$ cat src/design/alu6502_pkg.sv
// Types and operation codes shared by the 6502-style ALU pipeline.
package alu6502_pkg;

  typedef enum logic [4:0] {
    OP_ADC     = 5'd0,
    OP_SBC     = 5'd1,
    OP_ASL_A   = 5'd2,
    OP_ASL_M   = 5'd3,
    OP_LSR_A   = 5'd4,
    OP_LSR_M   = 5'd5,
    OP_ROL_A   = 5'd6,
    OP_ROL_M   = 5'd7,
    OP_ROR_A   = 5'd8,
    OP_ROR_M   = 5'd9,
    OP_AND     = 5'd10,
    OP_ORA     = 5'd11,
    OP_EOR     = 5'd12,
    OP_CMP     = 5'd13,
    OP_CPX     = 5'd14,
    OP_CPY     = 5'd15,
    OP_BIT     = 5'd16,
    OP_BRANCH  = 5'd17,
    OP_LAX     = 5'd18,
    OP_SAX     = 5'd19,
    OP_DCP     = 5'd20,
    OP_ISC     = 5'd21,
    OP_SLO     = 5'd22,
    OP_RLA     = 5'd23,
    OP_SRE     = 5'd24,
    OP_RRA     = 5'd25,
    OP_ANC     = 5'd26,
    OP_ALR     = 5'd27,
    OP_ARR     = 5'd28,
    OP_SBX     = 5'd29
  } op_t;

  // flag bit positions
  localparam int FLAG_N = 3;
  localparam int FLAG_V = 2;
  localparam int FLAG_Z = 1;
  localparam int FLAG_C = 0;

  typedef struct packed {
    logic [4:0]  opcode;
    logic [7:0]  acc_in;
    logic [7:0]  x_in;
    logic [7:0]  y_in;
    logic [3:0]  flags_in;
    logic [7:0]  operand;
    logic [15:0] pc_in;
  } alu_req_t;

  typedef struct packed {
    logic [7:0]  acc_out;
    logic [7:0]  x_out;
    logic [3:0]  flags_out;
    logic [7:0]  mem_out;
    logic        mem_write;
    logic [15:0] pc_out;
    logic        page_crossed;
  } alu_rsp_t;

endpackage

$ cat src/design/alu_6502_with_flags.sv
// Four-stage pipelined 6502-style ALU with flag generation.
//
// Channels: the request channel (op_valid, op_stall, op_data) carries one
// operation with A, X, Y, flags, operand byte and PC; the result channel
// (res_valid, res_stall, res_data) carries new A, X, flags, the memory
// write-back byte with its enable, and the branch PC with its page mark.
// A transfer happens at a clock edge with valid high and stall low.
//
// Stages: input register; operand modify (shift, rotate, inc/dec, AND
// combos) and branch target add; 8-bit adder, logic ops and result
// select; flag assembly into the output register.
// Throughput: one operation per cycle unless the receiver stalls;
// every stage holds one item and advances whenever the stage after
// it is empty or moving.
//
// Reset clears all stage valid bits; the pipeline comes up empty.
// When the receiver stalls, items pile up behind the output register,
// filling bubbles first; op_stall rises only when all four stages hold
// an item and the output is stalled. Nothing is dropped or repeated.
module alu_6502_with_flags
  import alu6502_pkg::*;
(
  input  logic     clk,
  input  logic     rst,
  input  logic     op_valid,
  output logic     op_stall,
  input  alu_req_t op_data,
  output logic     res_valid,
  input  logic     res_stall,
  output alu_rsp_t res_data
);

  typedef struct packed {
    op_t         op;
    logic [7:0]  a;
    logic [7:0]  x;
    logic [7:0]  y;
    logic [3:0]  f;
    logic [7:0]  m;
    logic [7:0]  t;      // modified operand
    logic        t_c;    // carry out of the shift/rotate
    logic [15:0] pc;
    logic        pg;
  } s2_t;

  typedef struct packed {
    logic [7:0]  a;
    logic [7:0]  x;
    logic [3:0]  f;
    logic [7:0]  r;      // byte that sets Z
    logic        n_src;
    logic        upd_nz;
    logic        c;
    logic        upd_c;
    logic        v;
    logic        upd_v;
    logic [7:0]  mo;
    logic        mw;
    logic [15:0] pc;
    logic        pg;
  } s3_t;

  logic     v1, v2, v3, v4;
  logic     rdy1, rdy2, rdy3, rdy4;
  alu_req_t s1;
  s2_t      s2, s2_next;
  s3_t      s3, s3_next;
  alu_rsp_t s4, s4_next;

  assign rdy4 = !v4 || !res_stall;
  assign rdy3 = !v3 || rdy4;
  assign rdy2 = !v2 || rdy3;
  assign rdy1 = !v1 || rdy2;

  assign op_stall  = !rdy1;
  assign res_valid = v4;
  assign res_data  = s4;

  always_ff @(posedge clk) begin
    if (rst) begin
      v1 <= 1'b0;
      v2 <= 1'b0;
      v3 <= 1'b0;
      v4 <= 1'b0;
    end else begin
      if (rdy1) v1 <= op_valid;
      if (rdy2) v2 <= v1;
      if (rdy3) v3 <= v2;
      if (rdy4) v4 <= v3;
    end
  end

  always_ff @(posedge clk) begin
    if (rdy1) s1 <= op_data;
    if (rdy2) s2 <= s2_next;
    if (rdy3) s3 <= s3_next;
    if (rdy4) s4 <= s4_next;
  end

  // stage 1 -> 2: operand modify and branch target
  always_comb begin
    logic [7:0]  a, m, am;
    logic        cin;
    logic [15:0] tgt;
    a   = s1.acc_in;
    m   = s1.operand;
    am  = a & m;
    cin = s1.flags_in[FLAG_C];
    tgt = s1.pc_in + {{8{m[7]}}, m};

    s2_next.op  = op_t'(s1.opcode);
    s2_next.a   = a;
    s2_next.x   = s1.x_in;
    s2_next.y   = s1.y_in;
    s2_next.f   = s1.flags_in;
    s2_next.m   = m;
    s2_next.t   = m;
    s2_next.t_c = 1'b0;
    s2_next.pc  = s1.pc_in;
    s2_next.pg  = 1'b0;

    unique case (op_t'(s1.opcode)) inside
      OP_ASL_A: begin
        s2_next.t = {a[6:0], 1'b0}; s2_next.t_c = a[7];
      end
      OP_ASL_M, OP_SLO: begin
        s2_next.t = {m[6:0], 1'b0}; s2_next.t_c = m[7];
      end
      OP_LSR_A: begin
        s2_next.t = {1'b0, a[7:1]}; s2_next.t_c = a[0];
      end
      OP_LSR_M, OP_SRE: begin
        s2_next.t = {1'b0, m[7:1]}; s2_next.t_c = m[0];
      end
      OP_ROL_A: begin
        s2_next.t = {a[6:0], cin}; s2_next.t_c = a[7];
      end
      OP_ROL_M, OP_RLA: begin
        s2_next.t = {m[6:0], cin}; s2_next.t_c = m[7];
      end
      OP_ROR_A: begin
        s2_next.t = {cin, a[7:1]}; s2_next.t_c = a[0];
      end
      OP_ROR_M, OP_RRA: begin
        s2_next.t = {cin, m[7:1]}; s2_next.t_c = m[0];
      end
      OP_AND, OP_ANC, OP_BIT: s2_next.t = am;
      OP_ORA:  s2_next.t = a | m;
      OP_EOR:  s2_next.t = a ^ m;
      OP_DCP:  s2_next.t = m - 8'd1;
      OP_ISC:  s2_next.t = m + 8'd1;
      OP_SAX, OP_SBX: s2_next.t = a & s1.x_in;
      OP_ALR: begin
        s2_next.t = {1'b0, am[7:1]}; s2_next.t_c = am[0];
      end
      OP_ARR:  s2_next.t = {cin, am[7:1]};
      OP_BRANCH: begin
        s2_next.pc = tgt;
        s2_next.pg = tgt[15:8] != s1.pc_in[15:8];
      end
      default: ;
    endcase
  end

  // stage 2 -> 3: shared adder/subtractor and result select
  always_comb begin
    logic [7:0] add_a, add_b, sum;
    logic       add_ci, co, ov;
    logic [8:0] wide;

    add_a  = s2.a;
    add_b  = s2.m;
    add_ci = s2.f[FLAG_C];
    unique case (s2.op)
      OP_SBC: add_b = ~s2.m;
      OP_ISC: add_b = ~s2.t;
      OP_RRA: begin
        add_b = s2.t; add_ci = s2.t_c;
      end
      OP_CMP: begin
        add_b = ~s2.m; add_ci = 1'b1;
      end
      OP_CPX: begin
        add_a = s2.x; add_b = ~s2.m; add_ci = 1'b1;
      end
      OP_CPY: begin
        add_a = s2.y; add_b = ~s2.m; add_ci = 1'b1;
      end
      OP_DCP: begin
        add_b = ~s2.t; add_ci = 1'b1;
      end
      OP_SBX: begin
        add_a = s2.t; add_b = ~s2.m; add_ci = 1'b1;
      end
      default: ;
    endcase
    wide = {1'b0, add_a} + {1'b0, add_b} + {8'd0, add_ci};
    sum  = wide[7:0];
    co   = wide[8];
    ov   = ~(add_a[7] ^ add_b[7]) & (add_a[7] ^ sum[7]);

    s3_next.a      = s2.a;
    s3_next.x      = s2.x;
    s3_next.f      = s2.f;
    s3_next.r      = s2.t;
    s3_next.n_src  = s2.t[7];
    s3_next.upd_nz = 1'b0;
    s3_next.c      = s2.t_c;
    s3_next.upd_c  = 1'b0;
    s3_next.v      = ov;
    s3_next.upd_v  = 1'b0;
    s3_next.mo     = 8'd0;
    s3_next.mw     = 1'b0;
    s3_next.pc     = s2.pc;
    s3_next.pg     = s2.pg;

    unique case (s2.op) inside
      OP_ADC, OP_SBC, OP_ISC, OP_RRA: begin
        s3_next.a      = sum;
        s3_next.r      = sum;
        s3_next.n_src  = sum[7];
        s3_next.c      = co;
        s3_next.upd_nz = 1'b1;
        s3_next.upd_c  = 1'b1;
        s3_next.upd_v  = 1'b1;
        if (s2.op == OP_ISC || s2.op == OP_RRA) begin
          s3_next.mo = s2.t;
          s3_next.mw = 1'b1;
        end
      end
      OP_ASL_A, OP_LSR_A, OP_ROL_A, OP_ROR_A, OP_ALR: begin
        s3_next.a      = s2.t;
        s3_next.upd_nz = 1'b1;
        s3_next.upd_c  = 1'b1;
      end
      OP_ASL_M, OP_LSR_M, OP_ROL_M, OP_ROR_M: begin
        s3_next.mo     = s2.t;
        s3_next.mw     = 1'b1;
        s3_next.upd_nz = 1'b1;
        s3_next.upd_c  = 1'b1;
      end
      OP_AND, OP_ORA, OP_EOR: begin
        s3_next.a      = s2.t;
        s3_next.upd_nz = 1'b1;
      end
      OP_CMP, OP_CPX, OP_CPY, OP_DCP, OP_SBX: begin
        s3_next.r      = sum;
        s3_next.n_src  = sum[7];
        s3_next.c      = co;
        s3_next.upd_nz = 1'b1;
        s3_next.upd_c  = 1'b1;
        if (s2.op == OP_DCP) begin
          s3_next.mo = s2.t;
          s3_next.mw = 1'b1;
        end
        if (s2.op == OP_SBX) s3_next.x = sum;
      end
      OP_BIT: begin
        // Z from A & M, N and V straight from the operand
        s3_next.n_src  = s2.m[7];
        s3_next.v      = s2.m[6];
        s3_next.upd_nz = 1'b1;
        s3_next.upd_v  = 1'b1;
      end
      OP_LAX: begin
        s3_next.a      = s2.m;
        s3_next.x      = s2.m;
        s3_next.r      = s2.m;
        s3_next.n_src  = s2.m[7];
        s3_next.upd_nz = 1'b1;
      end
      OP_SAX: begin
        s3_next.mo = s2.t;
        s3_next.mw = 1'b1;
      end
      OP_SLO, OP_RLA, OP_SRE: begin
        s3_next.mo = s2.t;
        s3_next.mw = 1'b1;
        if (s2.op == OP_SLO)      s3_next.r = s2.a | s2.t;
        else if (s2.op == OP_RLA) s3_next.r = s2.a & s2.t;
        else                      s3_next.r = s2.a ^ s2.t;
        s3_next.a      = s3_next.r;
        s3_next.n_src  = s3_next.r[7];
        s3_next.upd_nz = 1'b1;
        s3_next.upd_c  = 1'b1;
      end
      OP_ANC: begin
        s3_next.a      = s2.t;
        s3_next.c      = s2.t[7];
        s3_next.upd_nz = 1'b1;
        s3_next.upd_c  = 1'b1;
      end
      OP_ARR: begin
        s3_next.a      = s2.t;
        s3_next.c      = s2.t[6];
        s3_next.v      = s2.t[6] ^ s2.t[5];
        s3_next.upd_nz = 1'b1;
        s3_next.upd_c  = 1'b1;
        s3_next.upd_v  = 1'b1;
      end
      default: ;
    endcase
  end

  // stage 3 -> 4: flag assembly
  always_comb begin
    s4_next.acc_out      = s3.a;
    s4_next.x_out        = s3.x;
    s4_next.mem_out      = s3.mo;
    s4_next.mem_write    = s3.mw;
    s4_next.pc_out       = s3.pc;
    s4_next.page_crossed = s3.pg;
    s4_next.flags_out[FLAG_N] = s3.upd_nz ? s3.n_src      : s3.f[FLAG_N];
    s4_next.flags_out[FLAG_V] = s3.upd_v  ? s3.v          : s3.f[FLAG_V];
    s4_next.flags_out[FLAG_Z] = s3.upd_nz ? (s3.r == 8'd0) : s3.f[FLAG_Z];
    s4_next.flags_out[FLAG_C] = s3.upd_c  ? s3.c          : s3.f[FLAG_C];
  end

  a_mem_zero: assert property (@(posedge clk) disable iff (rst)
    res_valid && !res_data.mem_write |-> res_data.mem_out == 8'd0)
    else $error("mem_out nonzero without mem_write");

  a_stall_full: assert property (@(posedge clk) disable iff (rst)
    op_stall |-> v1 && v2 && v3 && v4 && res_stall)
    else $error("request stalled with room in the pipeline");

  a_s3_hold: assert property (@(posedge clk) disable iff (rst)
    v3 && !rdy4 |=> v3 && $stable(s3))
    else $error("stage 3 item changed while blocked");

  a_s1_advance: assert property (@(posedge clk) disable iff (rst)
    v1 && rdy2 |=> v2)
    else $error("stage 1 item lost on advance");

endmodule
$ cat config.mk
export PLATFORM = sky130hd
export DESIGN_NAME = alu_6502_with_flags
export DESIGN_NICKNAME = d
export VERILOG_FILES = /design/src/design/alu6502_pkg.sv /design/src/design/alu_6502_with_flags.sv
export SDC_FILE = /design/constraint.sdc
export NUM_CORES = 1
export LEC_CHECK = 0
export BUFFER_PORTS_ARGS = -buffer_cell sky130_fd_sc_hd__buf_2
export CORE_MARGIN = 8
export CORE_UTILIZATION = 25
export DETAILED_ROUTE_END_ITERATION = 8
export GPL_ROUTABILITY_DRIVEN = 0
export HOLD_SLACK_MARGIN = 0.03
export PLACE_DENSITY = 0.5
export SETUP_SLACK_MARGIN = 0.05
export SLEW_MARGIN = 25
export SYNTH_ARGS = -nofsm -noshare
export SYNTH_HDL_FRONTEND = slang
export SYNTH_SLANG_ARGS = --single-unit
export TNS_END_PERCENT = 20
$ cat constraint.sdc
create_clock -name clk -period 5 [get_ports clk]
set_input_delay 1.25 -clock clk [delete_from_list [all_inputs] [get_ports clk]]
set_output_delay 1.25 -clock clk [all_outputs]
set_load 0.02 [all_outputs]
Word-level counts from Yosys, hierarchy flattened
Index checks and enable logic that the tools add are counted.
Word-level totals
  bits in registers: 234
  input bits: 61
  output and inout port bits: 48
  logic and storage cells: 174
Cells by class
  add/sub/neg operators: 5
  equality and inequality tests: 53
  muxes and demuxes: 25
  bitwise operators: 14
  reduce and logical (&&, ||, !) cells: 35
Operators with widths (number)
  $eq A5 B5 Y1 const B: 26
  $pmux W8 S16: 1
  $pmux W8 S3: 3
  $eq A5 B4 Y1 const B: 13
  $eq A5 B3 Y1 const B: 8
  $pmux W8 S4: 1
  $reduce_or A28 Y1: 1
  $pmux W9 S3: 1
  $and A8 B8 Y8: 3
  $mux W8: 3
  $reduce_or A23 Y1: 1
  $eq A5 B2 Y1 const B: 4
  $mux W9: 2
  $reduce_or A2 Y1: 9
  $mux W17: 1
  $add A16 B16 Y16: 1
  $not A8 Y8: 2
  $or A8 B8 Y8: 2
  $pmux W8 S2: 1
  $xor A8 B8 Y8: 2
  $reduce_or A4 Y1: 3
  $reduce_or A10 Y1: 1
  $reduce_or A5 Y1: 2
  $add A8 B8 Y9: 1
  20 further kinds: 40

Depth between registers and ports, before layout
  depth after elaboration: 8
  mapped depth: 20
  mapped depth without buffers: 18

Least setup slack after synthesis
OpenSTA, ideal clock, no wires.
  path type: input port to output port
  start: input port res_stall
  end: output port op_stall
  arrival: 3443 ps
  data required time: 3750 ps
  setup slack: 307 ps
  stages on the path: 3
  path buffers: 0
  cells stage by stage: and3_1 > nand3_1 > inv_1
On the way
  cells in the longest elaborated chain, start to end: 6
Ends and longest elaborated chain
  start: declaration: RTL line alu_6502_with_flags.sv:29  | input logic res_stall,
  $logic_not A1 Y1: RTL line alu_6502_with_flags.sv:70  | assign rdy4 = !v4 || !res_stall;
  $logic_or A1 B1 Y1: RTL line alu_6502_with_flags.sv:70
  $logic_or A1 B1 Y1: RTL line alu_6502_with_flags.sv:71  | assign rdy3 = !v3 || rdy4;
  $logic_or A1 B1 Y1: RTL line alu_6502_with_flags.sv:72  | assign rdy2 = !v2 || rdy3;
  $logic_or A1 B1 Y1: RTL line alu_6502_with_flags.sv:73  | assign rdy1 = !v1 || rdy2;
  $logic_not A1 Y1: RTL line alu_6502_with_flags.sv:75  | assign op_stall = !rdy1;
  end: declaration: RTL line alu_6502_with_flags.sv:26  | output logic op_stall,
Every way passes these cells.

==> results.yml <==
logic_synthesis:
  synth_area_sq_um: 11600
  syn_inst: 935
  synth-async-reset-ratio_pct: 0
  synthDistinctLibCells: 70
  yosysTopAreaCell: "edfxtp_1"
  yosysWarnings: 0
  post-synth-top-count-cell: "edfxtp_1"
  syn_area_per_cell_sq_um: 12.4
  synth-seq-cells: 234
  synth-edff-count: 230
  synth_nets: 1060
  ys_seq_area_share_pct: 60.4
  synth_common_cells: "edfxtp_1, nand2_1, a21oi_1"
  yosys.area.top_type_share_pct: 59.7
  synth_ff_type: "edfxtp_1"
  yosys-top-cells-area: "edfxtp_1, ha_1, nand2_1"
power_and_ir_drop:
  seq_power_share_pct: 49.6
  power.density_nw_per_um2: 362
  p_leak_nw: 5.48
  internal_power_mw: 3.69
  share_comb_of_total_power_pct: 13.6
  peakVddDrop_mv: 0.229
  p_clk_share_pct: 36.8
  swShare_pct: 25.7
  p_sw_mw: 1.27
  power_mw: 4.96
critical_path:
  cp.required_ps: 5270
  arrival_ps: 4740
  r2r_cells: 17
  cp-end-kind: "flop"
  r2r_setup_slack_ps: 530
  r2r_end: "s3[29]"
  start_kind: "flop"
  path_max_fanout: 11
  crit_type: "reg2reg"
  reg2reg_from: "s2[65]"
sta:
  finalHoldViolCount: 0
  fmax_ghz: 0.224
  tightestPinTransition_ps: 1020
  post-route-period-util_pct: 89.4
  drv_slew: 0
  finalSetupTns_ps: 0
  setup_viol: 0
  finalCriticalPeriod_ps: 4470
  grt_setup_unrepaired: "no"
  clock-skew-final_ps: 15.4
  slew_headroom_pct: 31.5
finish:
  fin_util_pct: 29.7
  drive_gt1_share_pct: 18.1
  synthToLayoutAreaGrowth_pct: 18.5
  finalNetCount: 1179
placement:
  dpl.hpwl_mm: 22.0
  portBuffers: 108
worst_hold_path:
  min_path_type: "reg2reg"
  min_from: "s3[50]"
  whs_endpoint: "res_data[36]"
  whs_path_depth: 0
drt:
  first_pass_iters: 5
  wl_per_cell_microns: 17.6
  via_per_inst: 4.69
  drtIter0Drc: 555
  drt-total-wl_mm: 29.6
  drc: 0
  antenna_left: 0
  via_count: 7886
cts:
  cts_buffer_depth: 3
  clock_tree.htree_level_count: 1
  cts.clk_slew.worst_paths_ps: 60
  cts_root_buf: "clkbuf_16"
  cts_tree: "done"
  worst_skew_pair.late_latency_ps: 550
  post_cts_buffers: 0
  cts.sinks: 234
  ctsHoldBuffers: 0
  cts_made_buffers: 26
floorplan:
  die_w_microns: 231
  start_util_pct: 25.1
  ios: 109
  dieArea_sq_um: 53400
  fp.coreArea_sq_um: 46200
  die_y_microns: 231
  rows: 79
global_route:
  antenna_found_initial: 7
  grt.overflow.total: 0
  grt_pass1_wl_mm: 45.5
  grtUsageTotal_pct: 10.7
  grt_max_degree: 59
  grt_pass1_vias: 7764
job:
  max_cap_viol_count: 0
status:
  outcome: "complete, no violations"
[through the flow]
step / hold WS, ps / setup slack, ps / instances / instance area [sq um]
floorplan: 400 / 307 / 935 / 11600
CTS: 416 / 322 / 1679 / 13700
finish: 416 / 531 / 1680 / 13700
global placement: 403 / 471 / 1633 / 12900
global route: 422 / 124 / 1680 / 13700
detailed placement: 405 / 330 / 1633 / 12900
[how the worst max path moves through the flow]
stage                     startpoint  depth (start not counted)  slack (ps)       end
final                         s2[65]                         17         530    s3[29]
after global routing          s2[64]                         18         120    s3[39]
after CTS                     s2[65]                         17         320    s3[29]
after detailed placement      s2[65]                         17         330    s3[29]
after global placement        s2[65]                         17         470    s3[29]
after floorplan            res_stall                          3         310  op_stall
[flip-flops by register name, summed over array words and instances (netlist names)]
signal	flops
s1	57
res_valid	1
s3	60
s2	67
v3	1
v2	1
res_data	46
v1	1
[cells by family (layout without fill, tap and decap cells)]
kind of cell / after synthesis / in the layout / share of synthesized area (%)
multiplexers: 16 / 16 / 1.45
buffers and inverters: 81 / 218 / 2.73
AND/OR/NAND/NOR: 263 / 263 / 11.1
other: 0 / 1 / 0
XOR/XNOR: 40 / 40 / 3.28
AO/OA/AOI/OAI: 237 / 237 / 13.9
flip-flops: 234 / 234 / 60.4
adder cells (fa/ha/maj): 64 / 64 / 7.18
[critical path, stage by stage (launching register included)]
cell and delay [ps]:
edfxtp_1 500, nand2b_1 190, or2_2 340, nor2_2 350
nor2b_1 200, a21oi_1 180, o22a_1 140, o21ai_0 100
fa_1 470, fa_1 440, a21o_1 180, a21oi_1 230
o21bai_1 90, a21oi_1 230, nor2b_1 70, o21a_1 170
o21ai_0 200, nand3_1 110
[per-layer routing]
metal / GRT usage (%) / wire length, microns / vias up
met5: 0 / 59 / -
met4: 4.14 / 923 / 10
met3: 2.57 / 2040 / 61
met2: 16.7 / 13300 / 260
met1: 14.3 / 13200 / 3751
li1: - / - / 3804
[cell type report]
cell class | instances | area, sq um
antenna | 1 | 2.50
clock buffer | 31 | 669
clock inverter | 15 | 150
fill | 4690 | 32400
inverter | 43 | 161
multi-input combinational | 620 | 4290
sequential | 234 | 6990
tap | 607 | 759
timing repair buffer | 129 | 698
[cells in the final DEF (no fill, tap or decap), drive strengths merged, types with 5 or more instances in the layout]
master  Yosys  routed
nor3       19      19
xor2       20      20
nor2       50      50
xnor2      18      18
mux2i      10      10
a221o       5       5
or3         6       6
a22oi      17      17
a21oi      63      63
inv        43      47
a221oi      7       7
nor2b      16      16
nand4       5       5
nand2b     10      10
edfxtp    230     230
a222oi     14      14
o21ai      44      44
a21o       13      13
and3        5       5
a211oi      8       8
nand2      97      97
mux2        6       6
nand3      16      16
a31oi      13      13
clkbuf     26      31
ha         60      60
a32oi       5       5
nor4        7       7
nor3b       6       6
o22a        8       8
and2       11      11
buf        12     129
clkinv      0       9
[power by group through the flow]
| stage | Clock [mW] | Sequential (mW) | Combinational, mW |
|---|---|---|---|
| CTS | 1.90 | 2.47 | 0.675 |
| finish | 1.83 | 2.46 | 0.673 |
| global placement | 0 | 2.51 | 0.663 |
| floorplan | 0 | 2.49 | 0.444 |
| global route | 1.97 | 2.48 | 0.750 |
| detailed placement | 0 | 2.51 | 0.671 |
[timing repair]
item | CTS | global route
hold endpoints to repair | 0 | 0
setup endpoints to repair | 0 | 3
resized for setup | 0 | 1
Note: power is estimated with default switching activity, not from simulation.
